File: config.mk
export PLATFORM = sky130hd
export DESIGN_NAME = fair_share_priority_scheduler
export DESIGN_NICKNAME = d
export VERILOG_FILES = /design/src/fsps_pkg.sv /design/src/fsps_sat_add.sv /design/src/fsps_table.sv /design/src/fair_share_priority_scheduler.sv
export SDC_FILE = /design/constraint.sdc
export NUM_CORES = 2
export LEC_CHECK = 0
export BUFFER_PORTS_ARGS = -buffer_cell sky130_fd_sc_hd__buf_2
export CAP_MARGIN = 20
export CORE_AREA = 2 2 527 529
export CTS_CLUSTER_DIAMETER = 60
export CTS_CLUSTER_SIZE = 20
export DETAILED_ROUTE_END_ITERATION = 16
export DIE_AREA = 0 0 529 531
export PLACE_DENSITY = 0.61
export SLEW_MARGIN = 20
export SYNTH_ARGS = -nofsm -noshare
export SYNTH_HDL_FRONTEND = slang
export SYNTH_SLANG_ARGS = --single-unit
File: constraint.sdc
create_clock -name clk -period 12.8 [get_ports clk]
set_input_delay 2.56 -clock clk [delete_from_list [all_inputs] [get_ports clk]]
set_output_delay 2.56 -clock clk [all_outputs]
set_load 0.1 [all_outputs]
File: src/fsps_pkg.sv
// Shared types and constants for the fair-share priority scheduler.
package fsps_pkg;

	localparam int SLOTS_DEF = 16;
	localparam logic [15:0] TSLICE_RST = 16'd10;

	localparam logic [1:0] ACT_ADMIT = 2'd0;
	localparam logic [1:0] ACT_PICK = 2'd1;
	localparam logic [1:0] ACT_CHARGE = 2'd2;
	localparam logic [1:0] ACT_FIXUP = 2'd3;

	typedef struct packed {
		logic        valid;
		logic        bio;
		logic [3:0]  group;
		logic [6:0]  base;
		logic [31:0] cpu;
		logic [31:0] gu;
		logic [31:0] pri;
		logic [31:0] rt;
	} entry_t;

endpackage

File: src/fsps_sat_add.sv
// Shared 32-bit saturating adder.
module fsps_sat_add (
	input  logic [31:0] a,
	input  logic [31:0] b,
	output logic [31:0] sum
);
	logic [32:0] raw;

	assign raw = {1'b0, a} + {1'b0, b};
	assign sum = raw[32] ? 32'hFFFF_FFFF : raw[31:0];
endmodule

File: src/fsps_table.sv
// Job entry table: one read index, one write index.
module fsps_table #(
	parameter int JOB_SLOTS = 16
) (
	input  logic                         clk,
	input  logic                         arst_n,
	input  logic [$clog2(JOB_SLOTS)-1:0] rd_idx,
	output fsps_pkg::entry_t             rd_entry,
	input  logic                         wr_en,
	input  logic [$clog2(JOB_SLOTS)-1:0] wr_idx,
	input  fsps_pkg::entry_t             wr_entry
);
	import fsps_pkg::*;

	logic        valid_q [JOB_SLOTS];
	logic        bio_q   [JOB_SLOTS];
	logic [3:0]  group_q [JOB_SLOTS];
	logic [6:0]  base_q  [JOB_SLOTS];
	logic [31:0] cpu_q   [JOB_SLOTS];
	logic [31:0] gu_q    [JOB_SLOTS];
	logic [31:0] pri_q   [JOB_SLOTS];
	logic [31:0] rt_q    [JOB_SLOTS];

	always_ff @(posedge clk or negedge arst_n) begin
		if (!arst_n) begin
			for (int i = 0; i < JOB_SLOTS; i++) begin
				valid_q[i] <= 1'b0;
				bio_q[i]   <= 1'b0;
			end
		end else if (wr_en) begin
			valid_q[wr_idx] <= wr_entry.valid;
			bio_q[wr_idx]   <= wr_entry.bio;
		end
	end

	always_ff @(posedge clk) begin
		if (wr_en) begin
			group_q[wr_idx] <= wr_entry.group;
			base_q[wr_idx]  <= wr_entry.base;
			cpu_q[wr_idx]   <= wr_entry.cpu;
			gu_q[wr_idx]    <= wr_entry.gu;
			pri_q[wr_idx]   <= wr_entry.pri;
			rt_q[wr_idx]    <= wr_entry.rt;
		end
	end

	always_comb begin
		rd_entry.valid = valid_q[rd_idx];
		rd_entry.bio   = bio_q[rd_idx];
		rd_entry.group = group_q[rd_idx];
		rd_entry.base  = base_q[rd_idx];
		rd_entry.cpu   = cpu_q[rd_idx];
		rd_entry.gu    = gu_q[rd_idx];
		rd_entry.pri   = pri_q[rd_idx];
		rd_entry.rt    = rt_q[rd_idx];
	end
endmodule

File: src/fair_share_priority_scheduler.sv
// Fair-share priority scheduler top level: sequencer over the entry table.
// Admit, pick, charge and I/O fixup each walk the table; one word in flight.
// The result sits in an output register, so a new word is taken while it waits.
// Reset (arst_n low, async) clears valid and I/O marks, time_slice becomes 10;
// no clearing pass.
module fair_share_priority_scheduler #(
	parameter int JOB_SLOTS = fsps_pkg::SLOTS_DEF
) (
	input  logic        clk,
	input  logic        arst_n,
	input  logic        cfg_we,
	input  logic [15:0] cfg_data,
	input  logic        in_valid,
	output logic        in_ready,
	input  logic [1:0]  action,
	input  logic [3:0]  slot,
	input  logic [3:0]  group_id,
	input  logic [6:0]  base_priority,
	input  logic [31:0] time_value,
	input  logic [31:0] decision_time,
	input  logic [15:0] run_time,
	input  logic [15:0] io_time,
	input  logic        more_bursts,
	output logic        out_valid,
	input  logic        out_ready,
	output logic [3:0]  chosen_slot,
	output logic        found,
	output logic [31:0] earliest_ready,
	output logic        any_valid,
	output logic [15:0] time_used,
	output logic        burst_ended,
	output logic        job_removed,
	output logic [31:0] new_time
);
	import fsps_pkg::*;

	localparam int IW = $clog2(JOB_SLOTS);
	localparam logic [IW-1:0] LAST = IW'(JOB_SLOTS - 1);

	typedef enum logic [12:0] {
		S_IDLE  = 13'b0000000000001,
		S_ADMIT = 13'b0000000000010,
		S_FETCH = 13'b0000000000100,
		S_GUPD  = 13'b0000000001000,
		S_SLOT  = 13'b0000000010000,
		S_MASK  = 13'b0000000100000,
		S_COUNT = 13'b0000001000000,
		S_RCA   = 13'b0000010000000,
		S_RCB   = 13'b0000100000000,
		S_FXO   = 13'b0001000000000,
		S_FXI   = 13'b0010000000000,
		S_SCAN  = 13'b0100000000000,
		S_DONE  = 13'b1000000000000
	} state_t;

	state_t state_q;
	logic [15:0] tslice_q;

	logic [1:0]  act_q;
	logic [3:0]  slot_q;
	logic [3:0]  gid_q;
	logic [6:0]  base_q;
	logic [31:0] now_q;
	logic [31:0] when_q;
	logic [15:0] run_q;
	logic [15:0] io_q;
	logic        more_q;

	logic [IW-1:0] cnt_q;
	logic [IW-1:0] j_q;
	logic [3:0]    g_q;
	logic [31:0]   exec_q;
	logic          done_q;
	logic [31:0]   ntime_q;
	logic [15:0]   mask_q;
	logic [4:0]    groups_q;
	logic [35:0]   prod_q;
	logic          hit_q;
	entry_t        cur_q;

	logic [31:0] best_q;
	logic [3:0]  chosen_q;
	logic        found_q;
	logic [31:0] earl_q;
	logic        any_q;
	logic [15:0] used_q;
	logic        ended_q;
	logic        removed_q;

	logic [IW-1:0] rd_idx;
	logic [IW-1:0] wr_idx;
	logic [IW-1:0] slot_idx;
	logic [IW-1:0] cnt_nxt;
	entry_t        rd_e;
	entry_t        wr_e;
	logic          wr_en;
	logic [31:0]   alu_a;
	logic [31:0]   alu_b;
	logic [31:0]   alu_y;
	logic          slot_ok;
	logic          fx_match;
	logic [36:0]   psum;
	logic [15:0]   exec_c;
	logic          done_c;

	assign slot_idx = IW'(slot_q);
	assign slot_ok  = ({3'b0, slot_q} < 7'(JOB_SLOTS));
	assign done_c   = (run_q <= tslice_q);
	assign exec_c   = done_c ? run_q : tslice_q;
	assign fx_match = rd_e.valid && (rd_e.group == cur_q.group) && !rd_e.bio;
	assign psum     = 37'(rd_e.base) + 37'(rd_e.cpu[31:1]) + 37'(prod_q[35:2]);
	// walk index wraps at the last slot
	assign cnt_nxt  = (cnt_q == LAST) ? '0 : cnt_q + 1'b1;

	fsps_table #(.JOB_SLOTS(JOB_SLOTS)) u_table (
		.clk     (clk),
		.arst_n  (arst_n),
		.rd_idx  (rd_idx),
		.rd_entry(rd_e),
		.wr_en   (wr_en),
		.wr_idx  (wr_idx),
		.wr_entry(wr_e)
	);

	fsps_sat_add u_add (
		.a  (alu_a),
		.b  (alu_b),
		.sum(alu_y)
	);

	always_comb begin
		rd_idx = cnt_q;
		alu_a  = rd_e.gu;
		alu_b  = exec_q;
		case (state_q)
			S_FETCH: begin
				rd_idx = slot_idx;
				alu_a  = now_q;
				alu_b  = 32'(exec_c);
			end
			S_SLOT: begin
				rd_idx = slot_idx;
				alu_a  = done_q ? ntime_q : rd_e.cpu;
				alu_b  = done_q ? 32'(io_q) : exec_q;
			end
			S_FXI: rd_idx = j_q;
			default: ;
		endcase
	end

	always_comb begin
		wr_en  = 1'b0;
		wr_idx = cnt_q;
		wr_e   = rd_e;
		case (state_q)
			S_ADMIT: begin
				wr_en    = slot_ok;
				wr_idx   = slot_idx;
				wr_e.valid = 1'b1;
				wr_e.bio   = 1'b0;
				wr_e.group = gid_q;
				wr_e.base  = base_q;
				wr_e.cpu   = '0;
				wr_e.gu    = '0;
				wr_e.pri   = 32'(base_q);
				wr_e.rt    = now_q;
			end
			S_GUPD: begin
				wr_en   = rd_e.valid && (rd_e.group == g_q) && (rd_e.rt <= now_q);
				wr_e.gu = alu_y;
			end
			S_SLOT: begin
				wr_en  = 1'b1;
				wr_idx = slot_idx;
				if (done_q && !more_q) begin
					wr_e.valid = 1'b0;
					wr_e.bio   = 1'b0;
				end else if (done_q) begin
					wr_e.rt  = alu_y;
					wr_e.pri = 32'(rd_e.base);
					wr_e.cpu = '0;
					wr_e.gu  = '0;
					wr_e.bio = 1'b1;
				end else begin
					wr_e.cpu = alu_y;
				end
			end
			S_RCA: begin
				wr_en   = rd_e.valid && (rd_e.rt <= when_q);
				wr_e.cpu = {1'b0, rd_e.cpu[31:1]};
				wr_e.gu  = {1'b0, rd_e.gu[31:1]};
			end
			S_RCB: begin
				wr_en    = hit_q;
				wr_e.pri = (|psum[36:32]) ? 32'hFFFF_FFFF : psum[31:0];
			end
			S_FXI: begin
				wr_en   = fx_match || (j_q == LAST);
				wr_e    = cur_q;
				wr_e.bio = 1'b0;
				wr_e.gu = fx_match ? rd_e.gu : '0;
			end
			default: ;
		endcase
	end

	assign in_ready = (state_q == S_IDLE);

	always_ff @(posedge clk or negedge arst_n) begin
		if (!arst_n) begin
			state_q   <= S_IDLE;
			tslice_q  <= TSLICE_RST;
			out_valid <= 1'b0;
			cnt_q     <= '0;
			j_q       <= '0;
		end else begin
			if (cfg_we)
				tslice_q <= cfg_data;
			if (out_valid && out_ready && (state_q != S_DONE))
				out_valid <= 1'b0;
			case (state_q)
				S_IDLE: begin
					cnt_q <= '0;
					if (in_valid) begin
						case (action)
							ACT_ADMIT:  state_q <= S_ADMIT;
							ACT_PICK:   state_q <= S_SCAN;
							ACT_CHARGE: state_q <= S_FETCH;
							default:    state_q <= S_FXO;
						endcase
					end
				end
				S_ADMIT: state_q <= S_SCAN;
				S_FETCH: state_q <= (slot_ok && rd_e.valid) ? S_GUPD : S_SCAN;
				S_GUPD: begin
					cnt_q <= cnt_nxt;
					if (cnt_q == LAST)
						state_q <= S_SLOT;
				end
				S_SLOT: state_q <= S_MASK;
				S_MASK: begin
					cnt_q <= cnt_nxt;
					if (cnt_q == LAST)
						state_q <= S_COUNT;
				end
				S_COUNT: state_q <= S_RCA;
				S_RCA: state_q <= S_RCB;
				S_RCB: begin
					cnt_q   <= cnt_nxt;
					state_q <= (cnt_q == LAST) ? S_SCAN : S_RCA;
				end
				S_FXO: begin
					j_q <= '0;
					if (rd_e.valid && rd_e.bio && (rd_e.rt <= now_q)) begin
						state_q <= S_FXI;
					end else begin
						cnt_q <= cnt_nxt;
						if (cnt_q == LAST)
							state_q <= S_SCAN;
					end
				end
				S_FXI: begin
					j_q <= j_q + 1'b1;
					if (wr_en) begin
						cnt_q   <= cnt_nxt;
						state_q <= (cnt_q == LAST) ? S_SCAN : S_FXO;
					end
				end
				S_SCAN: begin
					cnt_q <= cnt_nxt;
					if (cnt_q == LAST)
						state_q <= S_DONE;
				end
				S_DONE: begin
					if (!out_valid || out_ready) begin
						out_valid <= 1'b1;
						state_q   <= S_IDLE;
					end
				end
				default: state_q <= S_IDLE;
			endcase
		end
	end

	// datapath, no reset needed
	always_ff @(posedge clk) begin
		case (state_q)
			S_IDLE: begin
				act_q     <= action;
				slot_q    <= slot;
				gid_q     <= group_id;
				base_q    <= base_priority;
				now_q     <= time_value;
				when_q    <= decision_time;
				run_q     <= run_time;
				io_q      <= io_time;
				more_q    <= more_bursts;
				found_q   <= 1'b0;
				chosen_q  <= '0;
				best_q    <= '0;
				any_q     <= 1'b0;
				earl_q    <= '0;
				used_q    <= '0;
				ended_q   <= 1'b0;
				removed_q <= 1'b0;
				ntime_q   <= '0;
			end
			S_FETCH: begin
				if (slot_ok && rd_e.valid) begin
					g_q       <= rd_e.group;
					exec_q    <= 32'(exec_c);
					done_q    <= done_c;
					ntime_q   <= alu_y;
					used_q    <= exec_c;
					ended_q   <= done_c;
					removed_q <= done_c && !more_q;
				end
				mask_q <= '0;
			end
			S_MASK: begin
				if (rd_e.valid && (rd_e.rt <= when_q))
					mask_q[rd_e.group] <= 1'b1;
			end
			S_COUNT: groups_q <= 5'($countones(mask_q));
			S_RCA: begin
				hit_q  <= rd_e.valid && (rd_e.rt <= when_q);
				prod_q <= 36'(rd_e.gu[31:1]) * 36'(groups_q);
			end
			S_FXO: cur_q <= rd_e;
			S_SCAN: begin
				if (rd_e.valid && (!any_q || (rd_e.rt < earl_q))) begin
					earl_q <= rd_e.rt;
					any_q  <= 1'b1;
				end
				if ((act_q == ACT_PICK) && rd_e.valid && (rd_e.rt <= now_q)
						&& (!found_q || (rd_e.pri < best_q))) begin
					best_q   <= rd_e.pri;
					chosen_q <= 4'(cnt_q);
					found_q  <= 1'b1;
				end
			end
			S_DONE: begin
				if (!out_valid || out_ready) begin
					chosen_slot    <= chosen_q;
					found          <= found_q;
					earliest_ready <= earl_q;
					any_valid      <= any_q;
					time_used      <= used_q;
					burst_ended    <= ended_q;
					job_removed    <= removed_q;
					new_time       <= ntime_q;
				end
			end
			default: ;
		endcase
	end

	a_removed_ended: assert property (@(posedge clk) disable iff (!arst_n)
		out_valid && job_removed |-> burst_ended)
		else $error("job removed without burst end");

	a_used_capped: assert property (@(posedge clk) disable iff (!arst_n)
		out_valid && !$past(cfg_we) && !cfg_we |-> time_used <= tslice_q)
		else $error("charged time above slice");

	a_found_any: assert property (@(posedge clk) disable iff (!arst_n)
		out_valid && found |-> any_valid)
		else $error("pick found with empty table");

	a_busy_after_accept: assert property (@(posedge clk) disable iff (!arst_n)
		in_valid && in_ready |=> !in_ready)
		else $error("ready right after accept");
endmodule

# == After elaboration in Yosys (flattened, before gate mapping) ==
# Memories as Yosys holds them, arrays and structs flattened.
# Cells that the tools add are included.
# word_totals
ff_bits,579
ram_bits,2224
output_inout_bits,90
n_memories,6
# op_classes
addsub,20
mul,1
n_lt_le_gt_ge,10
n_eq_ne,33
mux,78
n_bitwise,3
reduce_logical,44
# memory_table
memory,words,width,rd,rd_ports_with_merged_regs,wr,line,rtl
u_table.cpu_q,16,32,1,0,1,fsps_table.sv:19,logic [31:0] cpu_q [JOB_SLOTS];
u_table.gu_q,16,32,1,0,1,fsps_table.sv:20,logic [31:0] gu_q [JOB_SLOTS];
u_table.pri_q,16,32,1,0,1,fsps_table.sv:21,logic [31:0] pri_q [JOB_SLOTS];
u_table.rt_q,16,32,1,0,1,fsps_table.sv:22,logic [31:0] rt_q [JOB_SLOTS];
u_table.base_q,16,7,1,0,1,fsps_table.sv:18,logic [6:0] base_q [JOB_SLOTS];
u_table.group_q,16,4,1,0,1,fsps_table.sv:17,logic [3:0] group_q [JOB_SLOTS];
# ops
operator,n
2-to-1 mux 32 bit,8
case mux 32 bit (2 select lines),4
case mux 32 bit (4 select lines),2
case mux 13 bit (13 select lines),1
case mux 32 bit (5 select lines),1
2-to-1 mux 128 bit,1
2-to-1 mux 13 bit,8
2-to-1 mux 96 bit,1
case mux 16 bit (2 select lines),3
case mux 32 bit (3 select lines),1
less-or-equal comparator 32 bit,2
less-than comparator 32 bit,2
2-to-1 mux 16 bit,4
multiplier 31 x 5 -> 36 bit,1
2-to-1 mux 12 bit,3
case mux 12 bit (3 select lines),1
adder 32 x 34 -> 35 bit,1
adder 32 x 16 -> 33 bit,1
adder 7 x 31 -> 32 bit,1
bitwise mux 16 bit,2
case mux 4 bit (2 select lines),3
case mux 11 bit (2 select lines),1
2-to-1 mux 4 bit,5
!= test 2 bit (second input constant),10
other kinds (51),122

# == Depth between registers and ports, before layout ==
# logic_depth
depth_word,13
depth_mapped,42

# == Hierarchy ==
# From an unflattened synthesis, not the netlist that was laid out.
# hier_totals
hier_cells,7004
hier_area_um2,120625.7
# modules_own_cells
mod,instances,cells_per_inst,area_per_inst_um2,seq_area_each_um2
fsps_table,1,3641,85139.2,67584.8
fair_share_priority_scheduler,1,3057,33467.1,16179.3
fsps_sat_add,1,306,2019.4,0.0

# == Worst setup path before layout ==
# No wires, ideal clock.
# synth_path
path_type,reg2reg
startpoint,reg state_q[9]
endpoint,reg u_table.bio_q[15] (netlist bit)
arrival_ns,12.843
required_ns,12.708
path_slack_ns,-0.135
path_stages_with_launch,37
n_path_buf,13
period_less_slack_ns,12.935
path_cell_list,dfrtp_1 -> nor4_4 -> and4_1 -> a21boi_2 -> nand2_1 -> buf_4 -> buf_6 -> buf_6 -> buf_6 -> buf_4 -> buf_2 -> buf_2 -> buf_2 -> clkbuf_1 -> buf_2 -> buf_1 -> a311oi_1 -> a311oi_1 -> a31o_2 -> inv_1 -> ha_1 -> a21o_1 -> a21o_1 -> a21o_1 -> a21o_1 -> a21o_1 -> a21o_1 -> a21oi_1 -> o21ai_0 -> a211o_1 -> a31oi_1 -> inv_1 -> o2111a_1 -> buf_2 -> buf_6 -> nor3_2 -> mux2_2
# synth_rtl
item,line,rtl
"start, declared",fair_share_priority_scheduler.sv:56,state_t state_q;
"start signal, assigned",fair_share_priority_scheduler.sv:234,S_FETCH: state_q <= (slot_ok && rd_e.valid) ? S_GUPD : S_SCAN;
"start signal, assigned",fair_share_priority_scheduler.sv:250,state_q <= (cnt_q == LAST) ? S_SCAN : S_RCA;
"start signal, assigned",fair_share_priority_scheduler.sv:266,state_q <= (cnt_q == LAST) ? S_SCAN : S_FXO;
"end signal, assigned by index",fsps_table.sv:32,bio_q[wr_idx] <= wr_entry.bio;
"end, declared",fsps_table.sv:16,logic bio_q [JOB_SLOTS];

# == Final worst setup path ==
# layout_path
startpoint,reg state_q[10]
endpoint,"reg prod_q[35], data pin"
# layout_between
elab_chain_cells,5
elab_cells_between_ends,7
# layout_rtl
item,line,rtl
equality test 13 x 3 -> 1 bit / equality test 13 x 5 -> 1 bit (equally long branches),fair_share_priority_scheduler.sv:135,case (state_q)
OR reduction 2 bit (no source line),--,
case mux 4 bit (2 select lines) *,fair_share_priority_scheduler.sv:135,
memory (16 x 32 bit) *,--,
multiplier 31 x 5 -> 36 bit *,fair_share_priority_scheduler.sv:327,prod_q <= 36'(rd_e.gu[31:1]) * 36'(groups_q);
"end signal, assigned",fair_share_priority_scheduler.sv:327,
"end, declared",fair_share_priority_scheduler.sv:77,logic [35:0] prod_q;
# Every way passes the cells marked *; elsewhere a longest branch is shown, timed or not.
# A chain may end at the register's enable or synchronous reset.

==> out/results.md <==
- 11,200 — first-iteration detailed-routing DRC count
- sky130_fd_sc_hd__fa_1 — Top cell by count, worst path
- 0.449 — initial standard-cell utilization of the core
- 0 — number of max-cap violations
- 193 — number of buffers added by the clock tree synthesis step
- sky130_fd_sc_hd__a31oi_1 — standard cell with the maximum stage delay on the critical path
- 224 — quantity of I/O buffers inserted on ports
- 11.35 ns — data arrival time at the worst-slack endpoint
- 2,801 — register bit total from synthesis
- 0 — Hold Violations, Final
- 0.426 ns — Post-Route Hold Slack
- 98 — count of distinct cell types in the synthesized netlist
- 0 — Remaining Overflow, GRT
- 0 — Resized Gates After CTS
- 0.378 — Sequential Power Share
- 0.103 — share of final-layout standard cells stronger than drive strength 1
- 569,000 µm — first-pass GRT wire length
- 48.6 nW — leakage
- 0 — post-CTS setup repair buffer count
- 0.962 — placer congestion estimate
- 0.135 — headroom to the max-slew limit
- 10.69 ns — Period minus WS final
- 0.835 — period utilisation layout
- 51 — Crit Path Max Fanout
- 0.278 — global routing usage summed across all routing layers
- 23,900 — number of fill cells
- 124,000 µm² — area of the mapped netlist
- 13.46 ns — critical path data required time
- 136,000 µm² — Design Area, Final
- 20.5 mW — Int Power
- 0.180 — clock network fraction of design power
- sky130_fd_sc_hd__edfxtp_1 — Top FF cell, synth
- reg2reg — startpoint-to-endpoint class of the critical path
- 0 — yosys synthesis warning count
- 281,000 µm² — die footprint
- sky130_fd_sc_hd__edfxtp_1, sky130_fd_sc_hd__nand2_1, sky130_fd_sc_hd__nand3_1 — top cells by area in the synthesized netlist
- sky130_fd_sc_hd__edfxtp_1, sky130_fd_sc_hd__nand2_1, sky130_fd_sc_hd__nand3_1 — top cells by count, synth
- 0 — Final Slew Violations
- 29.1 µm — drt wl/cell
- 93.5 MHz — maximum achievable frequency
- 13,400 — Placed Cells
- no — RSZ-0062 raised after global routing
- 259 nW/µm² — power density over cell area
- 2.11 ns — final worst slack
- 239,000 µm — post-DP HPWL
- 225 — count of pins on the block boundary
- 4 — number of H-tree levels
- 14.7 mW — Net Sw Power
- 84,000 — via count
- 0 — number of nets with antenna violations after routing
- 0 — number of setup violations in the final report
- sky130_fd_sc_hd__edfxtp_1 — most frequently used cell type in the post-synthesis netlist
- 2,731 — number of enable flip-flop cells after synthesis
- register — crit start category
- 0 ns — aggregate negative setup slack
- 2.44 ns — pre-CTS setup slack
- 1.29 ns — Worst-Margin Slew
- 0.493 — fraction of the core area covered by cells at the end of the flow
- 80,100 — number of global-route vias before repair
- 13,700 — final std cells w/o fill
- 0.442 — fraction of power consumed by combinational cells
- 22 — number of antenna violations at the first check in global routing
- register — capturing element type of the critical path
- 0.09 ns — clk slew on worst S/H paths
- 2,801 — clock net sink count
- used_q[9]$_SDFFCE_PP0P_ — launch point of the worst hold path
- reg2reg — Hold Crit Class
- 275,000 µm² — Core Area
- 4 — maximum clock insertion buffer count
- 0.678 — sequential element share of the synthesized area
- 6 — router iterations before antenna repair
- 0 — number of remaining DRC errors
- 10,500 — net total in the final layout
- 10,400 — Post-Syn Nets
- 0.417 — Net Sw Frac
- 531 µm — Die Y
- 0.000237 V — maximum vdd drop
- 0.0757 ns — worst clock skew
- 9,847 — gate count after technology mapping
- 12.5 µm² — average cell area after synthesis
- 193 — floorplan row count
- state_q[10]$_DFFE_PN0P_ — startpoint of the worst register-to-register path
- 172 — pin count of the biggest net entering global routing
- finished clean — outcome
- 129,000 µm² — total cell area at the placement stage
- 0 — hold buffer count at cts
- 6.14 — via count normalized by instance count
- 0.94 ns — delay of the slowest cell on the worst path
- 529 µm — floorplan die width
- 399,000 µm — final wirelength
- built — CTS tree
- sky130_fd_sc_hd__clkbuf_16 — buffer cell driving the clock tree root
- sky130_fd_sc_hd__edfxtp_1 — cell type contributing the most total cell area after synthesis
- 0.92 ns — latest clock arrival within the worst-skew pair
- state_q[10]$_DFFE_PN0P_ — launch point of the worst path
- 9.87% — area growth from synthesis to final layout
- 0.664 — Synth top area share
- 35.1 mW — final total power
- 0.0250 — post-synthesis async set-or-reset flop share
-- path summary, 6_finish.rpt --
check | endpoint | slack, ns | depth (start not counted)
setup reg to reg | prod_q[35]$_DFFE_PP_ | 2.11 | 28
min in group asynchronous | out_valid$_DFF_PN0_ | 1.58 | 1
hold reg to reg | time_used[9]$_DFFE_PP_ | 0.43 | 0
setup / recovery | prod_q[35]$_DFFE_PP_ | 2.11 | 28
max in group asynchronous | u_table.bio_q[12]$_DFFE_PN0P_ | 9.99 | 2
hold / removal | time_used[9]$_DFFE_PP_ | 0.43 | 0
-- cell families after synthesis --
group           after synthesis  share of synthesized area
simple gates               3987                      0.143
mux                         144                     0.0125
compound gates             1451                     0.0825
fa+ha+maj                   369                     0.0438
buf+inv                    1007                     0.0338
xor+xnor                     88                    0.00624
flops                      2801                      0.678
-- routing by layer --
| metal | share of wire | wire length, µm | GRT usage |
|---|---|---|---|
| met1 | 0.39 | 157000 | 0.376 |
| met4 | 0.053 | 21300 | 0.130 |
| met2 | 0.46 | 184000 | 0.439 |
| met3 | 0.090 | 35800 | 0.0471 |
| met5 | 0.000083 | 33 | 0 |
-- cells in the final DEF (no fill, tap or decap), types with 149 or more instances in the layout --
cell type                   instances
sky130_fd_sc_hd__edfxtp_1        2731
sky130_fd_sc_hd__a211oi_1         149
sky130_fd_sc_hd__clkbuf_16        193
sky130_fd_sc_hd__a21oi_1          266
sky130_fd_sc_hd__nor2_1           406
sky130_fd_sc_hd__buf_4            200
sky130_fd_sc_hd__nand2_1         2081
sky130_fd_sc_hd__ha_1             263
sky130_fd_sc_hd__and3_1           200
sky130_fd_sc_hd__nand3_1          953
sky130_fd_sc_hd__buf_2            224
sky130_fd_sc_hd__o21ai_0          214
sky130_fd_sc_hd__a311oi_1         190
sky130_fd_sc_hd__inv_1            425
-- power groups by stage --
stage | Clock, mW | Sequential (mW) | Combinational [mW]
global placement | 0 | 13.5 | 14.8
floorplan | 0 | 13.3 | 9.42
finish | 6.33 | 13.3 | 15.5
detailed placement | 0 | 13.5 | 15.1
CTS | 6.42 | 13.3 | 15.2
global route | 6.74 | 13.3 | 16.7
-- final cells by class --
class | instances | area, µm² | share of cell area
multi-input cells | 6039 | 36000 | 0.265
clock inverters | 90 | 1090 | 0.00807
well taps | 3607 | 4510 | 0.0333
repair buffers | 485 | 3690 | 0.0272
flip-flops and latches | 2801 | 83800 | 0.617
clock buffers | 220 | 4960 | 0.0366
inverters | 435 | 1640 | 0.0121
diodes | 14 | 35.0 | 0.000258
-- worst max-delay path, delay by kind of cell, from the launching register on --
family	cells	cell delay, ns
DFF	1	0.57
xor gates and xnor gates	1	0.15
buffers and inverters	2	0.67
AOI/OAI and AO/OA	13	3.90
and+or+nand+nor	8	3.10
adders and majority gates	4	1.83
-- state kept, by name, indices dropped and copies added (netlist names), 34 cells and up --
register         count
cur_q              108
prod_q              34
u_table.base_q     112
u_table.cpu_q      512
u_table.group_q     64
u_table.gu_q       512
u_table.pri_q      512
u_table.rt_q       512
Note: power is estimated with default switching activity, not from simulation.
